`src/hdl/wbma_pkg.sv`:
```
package wbma_pkg;

	localparam int          MEM_BYTES_DEFAULT = 65536;
	localparam logic [63:0] BASE_RESET        = 64'h0000_0000_8000_0000;

	localparam logic ACT_READ  = 1'b0;
	localparam logic ACT_WRITE = 1'b1;

	typedef enum logic [2:0] {
		ST_CLEAR,
		ST_IDLE,
		ST_CALC,
		ST_ACCESS,
		ST_COLLECT
	} state_t;

	typedef struct packed {
		logic wr;
		logic rd;
	} ram_ctl_t;

	// index of the last byte of an access of the given size
	function automatic logic [2:0] last_byte(input logic [1:0] size_code);
		logic [3:0] n;
		n = 4'd1 << size_code;
		return 3'(n - 4'd1);
	endfunction

endpackage

```
`src/hdl/wbma_seq.sv`:
```
module wbma_seq #(
	parameter int MemBytes = wbma_pkg::MEM_BYTES_DEFAULT,
	localparam int AW = (MemBytes > 1) ? $clog2(MemBytes) : 1
) (
	input  logic                clk,
	input  logic                arst_n,
	input  logic                start,
	output logic                busy,
	input  logic                action,
	input  logic [1:0]          size_code,
	input  logic [63:0]         address,
	input  logic [63:0]         write_data,
	input  logic [63:0]         base,
	output wbma_pkg::ram_ctl_t  ram_ctl,
	output logic [AW-1:0]       ram_addr,
	output logic [7:0]          ram_wdata,
	input  logic [7:0]          ram_rdata,
	output logic                read_valid,
	output logic [63:0]         read_data
);
	import wbma_pkg::*;

	state_t         state_q, state_d;
	logic [AW-1:0]  clr_q;
	logic [2:0]     cnt_q;
	logic           valid_q;
	logic           act_q;
	logic [2:0]     last_q;
	logic [63:0]    cur_q;
	logic [63:0]    wdata_q;
	logic [63:0]    rdata_q;
	logic [AW-1:0]  idx_q;
	logic [63:0]    off;
	logic           in_win;
	logic           advance;
	logic           finish;

	// shared offset unit: one subtract and compare per byte
	assign off    = cur_q - base;
	assign in_win = off < 64'(MemBytes);
	assign finish = advance && (cnt_q == last_q);

	always_comb begin
		state_d   = state_q;
		advance   = 1'b0;
		ram_ctl   = '0;
		ram_addr  = idx_q;
		ram_wdata = wdata_q[7:0];
		case (state_q)
			ST_CLEAR: begin
				ram_ctl.wr = 1'b1;
				ram_addr   = clr_q;
				ram_wdata  = 8'h00;
				if (clr_q == AW'(MemBytes - 1)) begin
					state_d = ST_IDLE;
				end
			end
			ST_IDLE: begin
				if (start) begin
					state_d = ST_CALC;
				end
			end
			ST_CALC: begin
				if (in_win) begin
					state_d = ST_ACCESS;
				end else begin
					advance = 1'b1;
				end
			end
			ST_ACCESS: begin
				if (act_q == ACT_WRITE) begin
					ram_ctl.wr = 1'b1;
					advance    = 1'b1;
				end else begin
					ram_ctl.rd = 1'b1;
					state_d    = ST_COLLECT;
				end
			end
			ST_COLLECT: begin
				advance = 1'b1;
			end
			default: begin
				state_d = ST_IDLE;
			end
		endcase
		if (advance) begin
			state_d = (cnt_q == last_q) ? ST_IDLE : ST_CALC;
		end
	end

	always_ff @(posedge clk or negedge arst_n) begin
		if (!arst_n) begin
			state_q <= ST_CLEAR;
			clr_q   <= '0;
			cnt_q   <= '0;
			valid_q <= 1'b0;
		end else begin
			state_q <= state_d;
			valid_q <= finish && (act_q == ACT_READ);
			if (state_q == ST_CLEAR) begin
				clr_q <= clr_q + AW'(1);
			end
			if (state_q == ST_IDLE && start) begin
				cnt_q <= '0;
			end else if (advance) begin
				cnt_q <= cnt_q + 3'd1;
			end
		end
	end

	always_ff @(posedge clk) begin
		if (state_q == ST_IDLE && start) begin
			act_q   <= action;
			last_q  <= last_byte(size_code);
			cur_q   <= address;
			wdata_q <= write_data;
			rdata_q <= '0;
		end else begin
			if (state_q == ST_CALC) begin
				idx_q <= off[AW-1:0];
			end
			if (state_q == ST_COLLECT) begin
				rdata_q <= rdata_q | ({56'b0, ram_rdata} << {cnt_q, 3'b000});
			end
			if (advance) begin
				cur_q   <= cur_q + 64'd1;
				wdata_q <= {8'h00, wdata_q[63:8]};
			end
		end
	end

	assign busy       = state_q != ST_IDLE;
	assign read_valid = valid_q;
	assign read_data  = rdata_q;

endmodule

```
`config.mk`:
```
export PLATFORM = sky130hd
export DESIGN_NAME = wbma_seq
export DESIGN_NICKNAME = d
export VERILOG_FILES = /design/src/hdl/wbma_pkg.sv /design/src/hdl/wbma_seq.sv
export SDC_FILE = /design/constraint.sdc
export NUM_CORES = 1
export LEC_CHECK = 0
export ABC_AREA = 1
export BUFFER_PORTS_ARGS = -buffer_cell sky130_fd_sc_hd__buf_2
export CAP_MARGIN = 10
export CORE_MARGIN = 4
export CORE_UTILIZATION = 31
export CTS_CLUSTER_DIAMETER = 120
export DETAILED_ROUTE_END_ITERATION = 16
export PLACE_DENSITY = 0.5
export SYNTH_ARGS = -nofsm -noshare
export SYNTH_HDL_FRONTEND = slang
export SYNTH_SLANG_ARGS = --single-unit
```
`constraint.sdc`:
```
create_clock -name clk -period 9.9 [get_ports clk]
set_clock_uncertainty 0.2 [all_clocks]
set_input_delay 0 -clock clk [delete_from_list [all_inputs] [get_ports clk]]
set_output_delay 0 -clock clk [all_outputs]
set_load 0.01 [all_outputs]
```
==> flow_summary_export.csv, run 1 <==
group,metric,value,unit
power_and_ir_drop,swShare,0.2785,
clock_tree,cts_inserted_buffers,30,
floorplanning,die_w,242.8,µm
clock_tree,htree_levels,1,
timing,fmax,186.2,MHz
drt,ant_nets,0,
clock_tree,post_cts_buffers,0,
timing,slew_viol_final,0,
global_route,globalRouteOverflowTotal,0,
yosys,syn_nets,2874,
critical_path,critPathTopFamily,"simple AND/OR/NAND/NOR gates",
drt,vias,17826,
drt,dr.pass1.iters,7,
global_route,grtUsageTotal,0.2136,
yosys,synth_edf_count,148,
drt,drt_iter0_drc,1177,
timing,rsz0062_at_grt,"false",
floorplanning,initial_utilization,0.3151,
yosys,ys_types,48,
power_and_ir_drop,p_leak,11.31,nW
floorplanning,die_y,242.8,µm
floorplanning,num_rows,85,
critical_path,crit_path_frequent_cell,"nand2_1",
status,status,"finished, final reports clean",
clock_tree,ctsRootBufferMaster,"clkbuf_16",
yosys,yosysSeqAreaShare,0.3687,
final_layout,fin_util,0.4051,
timing,finalCritPeriodShare,0.5425,
yosys,synthFlopType,"edfxtp_1",
placement,hpwl,51.95,mm
clock_tree,clockBufferDepth,3,
global_route,grt_antenna_before_repair,8,
drt,wire_per_inst,17.24,µm
run,maxCapViolCount,0,
floorplanning,coreArea,0.05424,mm²
global_route,grt_pass1_wl,100.3,mm
critical_path,crit_buf_inv,4,
clock_tree,clkTransAtPathRegs,60,ps
yosys,syn_area,0.01709,mm²
yosys,syn_inst,2601,
critical_path,end_kind,"register",
final_layout,drive_above_1_share,0.1267,
clock_tree,cts_tree,"yes",
power_and_ir_drop,p_int,1.887,mW
final_layout,final_net_count,3320,
critical_path,worstSetupPathType,"reg -> reg",
timing,fin_ws,4529,ps
placement,pre_cts_ws,4509,ps
min_path,min_path_type,"in -> reg",
drt,drc,0,
critical_path,cp.arrival,5360,ps
global_route,grt_pass1_vias,18035,
critical_path,critPathMaxFanout,60,
power_and_ir_drop,p_per_area,119.0,mW/mm²
critical_path,critPathMaxStageDelay,710,ps
timing,slew_headroom,0.3215,
yosys,syn_area_per_cell,6.571,µm²
power_and_ir_drop,power.switching,728.2,µW
yosys,synth_seq_cells,235,
critical_path,path_cells,"inv_1 > ha_1 > fa_1 > inv_1 > nand3_1 > nand2_2 > nand2_1 > nand2_1 > nand2_1 > nand2_1 > nand2_1 > nand2_1 > nand2_1 > nand2_1 > nand2_1 > o21ai_0 > nor2_1 > nand3_1 > nor2_1 > nand2_1 > nand2_2 > nand3_4 > buf_4 > buf_4",
critical_path,startpoint_type,"register",
timing,worstMarginPinSlew,1018,ps
timing,tns,0,ps
power_and_ir_drop,combPwrFrac,0.164,
placement,port_buffers,297,
critical_path,cp_slowest_cell,"buf_4",
placement,place_congestion,0.9774,
power_and_ir_drop,clkPwrFrac,0.421,
power_and_ir_drop,peakVddDrop,0.09558,mV
timing,period_minus_slack,5371,ps
clock_tree,clk_latency,580,ps
power_and_ir_drop,p_seq_frac,0.416,
final_layout,syn_to_final_growth,28.57,%
floorplanning,io_pins,298,
yosys,ys_warn_count,0,
yosys,async_flop_share,0.09787,
timing,setup_viol,0,
critical_path,cp.required,9890,ps
floorplanning,die_area,0.05895,mm²
timing,hold_viol,0,
global_route,grt_max_degree,222,
clock_tree,clock_sinks,235,
drt,vias_per_cell,4.728,
drt,wl,65.00,mm
[synth_stat cells, types with 2 or more instances]
master / number / share of area
nor3_4: 2 / 0.0019
clkinv_1: 2 / 0.00044
nand2_2: 6 / 0.0022
or2_2: 2 / 0.00073
inv_2: 2 / 0.00044
dfxtp_1: 64 / 0.075
xor2_1: 60 / 0.031
clkbuf_1: 48 / 0.011
nand2_1: 966 / 0.21
o21ai_1: 4 / 0.0012
nand3b_1: 8 / 0.0035
dfrtp_1: 23 / 0.034
xnor2_1: 29 / 0.015
buf_1: 4 / 0.00088
o21ai_0: 57 / 0.017
o31ai_1: 5 / 0.0022
nor2_4: 5 / 0.0033
a21o_1: 4 / 0.0018
edfxtp_1: 148 / 0.26
o21bai_1: 8 / 0.0035
and2_1: 2 / 0.00073
nor4_2: 3 / 0.0022
ha_1: 66 / 0.048
nor3_1: 67 / 0.020
nand3_2: 3 / 0.0018
inv_1: 456 / 0.10
nor4_1: 11 / 0.0040
nor2_1: 283 / 0.062
nor3_2: 3 / 0.0018
a21oi_1: 122 / 0.036
nand4_1: 39 / 0.014
nand3_1: 83 / 0.024
[metrics by stage]
step	total power, mW	instance area, µm²	std cells	hold slack [ps]
2_1_floorplan	1.327	17090	2601	-495.6
3_3_place_gp	1.480	19340	3549	-173.9
3_5_place_dp	1.482	19340	3549	-170.8
4_1_cts	2.637	21960	3766	6.816
5_1_grt	2.729	21970	3768	28.77
6_report	2.615	21970	3770	27.92
[sequential cells by signal, summed over array words and instances (netlist names)]
register    count
cnt_q           3
read_valid      1
cur_q          64
last_q          3
act_q           1
idx_q          16
read_data      64
clr_q          16
wdata_q        64
state_q         3
[routing by layer]
metal | track usage | wire, µm | vias to the layer above
met4 | 0.07079 | 2153 | 8
met3 | 0.02903 | 3160 | 107
met2 | 0.3649 | 30840 | 465
met1 | 0.2791 | 28800 | 8240
met5 | 0 | 46 | -
li1 | - | - | 9006
[tightest hold or removal path, cell delays in order]
cell and delay, ps:
dlygate4sd3_1 520, buf_2 100, nand2_1 40, inv_1 40
[worst paths after layout]
check                           cells after the start                    endpoint  slack, ps                        from
min in group asynchronous                           4       clr_q[11]$_DFFE_PN0P_        260                      arst_n
max in group asynchronous                           4        clr_q[0]$_DFFE_PN0P_       9090                      arst_n
worst min-delay path                                4         last_q[2]$_DFFE_PP_         30                size_code[0]
worst max register to register                     24       wdata_q[42]$_DFFE_PP_       4530          cur_q[0]$_DFFE_PP_
worst max-delay path                               24       wdata_q[42]$_DFFE_PP_       4530          cur_q[0]$_DFFE_PP_
worst min register to register                      2  read_data[35]$_SDFFE_PP0N_        260  read_data[35]$_SDFFE_PP0N_
[power by group through the flow]
| stage | Combinational [mW] | Clock [mW] | Sequential [mW] |
|---|---|---|---|
| final | 0.428 | 1.10 | 1.09 |
| after global routing | 0.476 | 1.16 | 1.09 |
| after CTS | 0.427 | 1.12 | 1.09 |
| after global placement | 0.372 | 0 | 1.11 |
| after floorplan | 0.239 | 0 | 1.09 |
| after detailed placement | 0.375 | 0 | 1.11 |
[cells in the final DEF, fill, tap and decap left out, types with 3 or more instances in the layout]
cell type      count
clkinv_1           7
nand3b_1           8
buf_2            297
nor4_2             3
o31ai_1            5
nor4_1            11
nor3_2             3
buf_4              6
dfrtp_1           23
bufinv_16          4
o21ai_0           57
nor2_1           280
dfxtp_1           64
nor2_2             3
xnor2_1           29
nand2_2            6
inv_1            456
nand3_1           82
clkinv_2           8
xor2_1            60
nor2_4             6
ha_1              66
nand3_2            3
nor3_1            67
dlygate4sd3_1    161
a21o_1             4
nand4_1           39
nand2_1          966
clkbuf_1           3
o21ai_1            4
edfxtp_1         148
diode_2            4
clkbuf_16         30
o21bai_1           8
a21oi_1          122
[repair_timing]
item                                    CTS  global route
hold buffers                            162             0
endpoints found under the setup margin    0             0
resized for setup                         0             0
endpoints found under the hold margin   239             0
[kinds of logic after synthesis]
group           after synthesis  share of synthesized area
flops                       235                     0.3687
buf+inv                     512                     0.1124
xor+xnor                     89                    0.04561
simple gates               1490                     0.3588
compound gates              208                    0.06501
fa+ha+maj                    67                    0.04949
[layout make-up]
type                       instances  area, µm²
multi-input combinational       1854       8894
sequential                       235       6301
clock inverter                    22      227.7
antenna                            4      10.01
timing repair buffer             466       3183
inverter                         460       1727
fill                            5801      32260
tap                              696      870.8
clock buffer                      33      762.0
(Power assumes the default switching activity.)
==> run 2: changes to the inputs <==
==> constraint.sdc (replaced) <==
create_clock -name clk -period 5.6 [get_ports clk]
set_clock_uncertainty 0.2 [all_clocks]
set_input_delay 0 -clock clk [delete_from_list [all_inputs] [get_ports clk]]
set_output_delay 0 -clock clk [all_outputs]
set_load 0.01 [all_outputs]
==> run 2 against run 1 <==
  * Combinational power increased by 77%
  * Hold slack improved by 23 ps
  * Largest power group is now sequential cells
  * Cell area decreased by 0.21%
  * Global-route usage increased by 0.11 points
  * Core utilization decreased by 0.085 points
  * Non-clock buffer count unchanged
  * Clock power increased by 67%
  * Clock-buffer cell count increased by 5
  * Worst setup slack got worse by 3300 ps
  * First-iteration DRC count decreased by 12%
  * Final cell count about the same
==> flow_summary_export.csv, run 2 (synthesis gave the netlist of run 1 again) <==
group,metric,value,unit
floorplanning,initial_utilization,0.3151,
drt,ant_nets,0,
clock_tree,ctsResizeCount,0,
timing,worstMarginPinSlew,1167,ps
placement,port_buffers,297,
clock_tree,htree_levels,1,
placement,place_area,0.01938,mm²
clock_tree,clkTransAtPathRegs,60,ps
clock_tree,ctsRootBufferMaster,"clkbuf_16",
timing,hold_viol,0,
clock_tree,post_cts_buffers,0,
final_layout,final_cell_mix,"nand2_1, inv_1, buf_2",
clock_tree,cts_tree,"yes",
critical_path,startpoint_type,"register",
min_path,min_path_type,"in -> reg",
drt,drc,0,
drt,vias,17706,
global_route,grt_pass1_vias,17865,
floorplanning,coreArea,0.05424,mm²
final_layout,final_net_count,3319,
floorplanning,die_area,0.05895,mm²
power_and_ir_drop,p_leak,11.29,nW
final_layout,layout_commonest_cell,"nand2_1",
global_route,grt_max_degree,222,
status,status,"finished, final reports clean",
critical_path,end_kind,"register",
min_path,min_path_cells,3,
drt,wl,65.50,mm
floorplanning,die_w,242.8,µm
power_and_ir_drop,peakVddDrop,0.1920,mV
global_route,grt_pass1_wl,101.0,mm
timing,slew_viol_final,0,
final_layout,fillers,5832,
critical_path,r2r.worst_path.cells,22,
timing,rsz0062_at_grt,"false",
timing,tns,0,ps
critical_path,critPathMaxFanout,65,
timing,finalCritPeriodShare,0.7862,
global_route,grtUsageTotal,0.2147,
clock_tree,clock_sinks,235,
placement,hpwl,52.17,mm
timing,fmax,227.1,MHz
global_route,globalRouteOverflowTotal,0,
critical_path,cp.arrival,4460,ps
final_layout,design_area,0.02193,mm²
timing,slew_headroom,0.2221,
global_route,grt_antenna_before_repair,7,
drt,vias_per_cell,4.699,
drt,drt_iter0_drc,1036,
floorplanning,num_rows,85,
power_and_ir_drop,p_per_area,206.1,mW/mm²
floorplanning,io_pins,298,
clock_tree,clk_latency,570,ps
run,maxCapViolCount,0,
drt,wire_per_inst,17.38,µm
timing,setup_viol,0,
floorplanning,die_y,242.8,µm
drt,dr.pass1.iters,6,
clock_tree,cts_inserted_buffers,29,
timing,period_minus_slack,4403,ps
critical_path,cp.required,5660,ps
clock_tree,clockBufferDepth,3,
clock_tree,cts_hold_buf,161,
placement,place_congestion,1.003,
final_layout,syn_to_final_growth,28.30,%
final_layout,drive_above_1_share,0.1259,
critical_path,worstSetupPathType,"reg -> reg",
-- run 2: cell types whose count changed in the layout (fill, tap and decap cells not counted), moves of 2 or more --
cell       previous run  this run
bufinv_16             4         2
clkinv_1              7         4
clkinv_2              8         6
clkbuf_1              3         7
buf_12                2         4
-- run 2: power by group --
group / internal, mW / leakage (nW) / switching (mW) / total [mW]
clock: 1.08 / 0.453 / 0.761 / 1.84
sequential: 1.86 / 2.15 / 0.0595 / 1.92
combinational: 0.309 / 8.68 / 0.448 / 0.757
total: 3.25 / 11.3 / 1.27 / 4.52
-- run 2: final timing paths --
check,startpoint,endpoint,slack (ps)
worst max-delay path,cur_q[0]$_DFFE_PP_,wdata_q[8]$_DFFE_PP_,1200
max in group asynchronous,arst_n,state_q[2]$_DFFE_PN0P_,4800
worst max register to register,cur_q[0]$_DFFE_PP_,wdata_q[8]$_DFFE_PP_,1200
worst min-delay path,size_code[1],last_q[0]$_DFFE_PP_,50
min in group asynchronous,arst_n,clr_q[1]$_DFFE_PN0P_,250
worst min register to register,read_data[60]$_SDFFE_PP0N_,read_data[60]$_SDFFE_PP0N_,260
-- run 2: worst max-delay path, cell delays in order (launching register included) --
cell and delay, ps:
edfxtp_1 420, inv_1 60, ha_1 210, fa_1 410
inv_1 70, nand3_1 140, nand2_2 160, nand2_1 70
nand2_1 140, nand2_1 70, nand2_1 190, nand2_1 90
nand2_1 240, xor2_1 120, nor2_1 260, nand2_1 90
nor2_1 160, nand3_1 90, nor2_1 90, nand2_1 130
nand2_2 130, nand3_4 210, buf_12 280
-- run 2: area by class of cell --
type                    instances  area, µm²  share of cell area
flip-flops and latches        235       6301              0.2873
repair buffers                466       3206              0.1462
multi-input cells            1854       8894              0.4056
clock buffers                  38      784.5             0.03578
well taps                     696      870.8             0.03971
clock inverters                14      133.9            0.006105
diodes                          5      12.51           0.0005706
inverters                     460       1727             0.07874
-- run 2: per-layer routing --
metal  global-route usage  vias to the layer above  part of all wire
met1               0.2865                     8181              0.45
met2               0.3708                      439              0.48
met5                    0                        -           0.00041
li1                     -                     8988                 -
met4              0.05432                        4             0.026
met3              0.02516                       94             0.044
-- run 2: metrics by stage --
stage | std cells | util | hold slack, ps | power [mW] | setup WS, ps
6_report | 3768 | 0.4043 | 50.65 | 4.519 | 1197
5_1_grt | 3766 | 0.4042 | 56.38 | 4.716 | 827.4
4_1_cts | 3763 | 0.4041 | 11.70 | 4.560 | 1192
3_5_place_dp | 3550 | 0.3572 | -163.2 | 2.619 | 1237
3_3_place_gp | 3550 | 0.3572 | -177.9 | 2.616 | 1266
2_1_floorplan | 2601 | - | -495.6 | 2.345 | 428.5
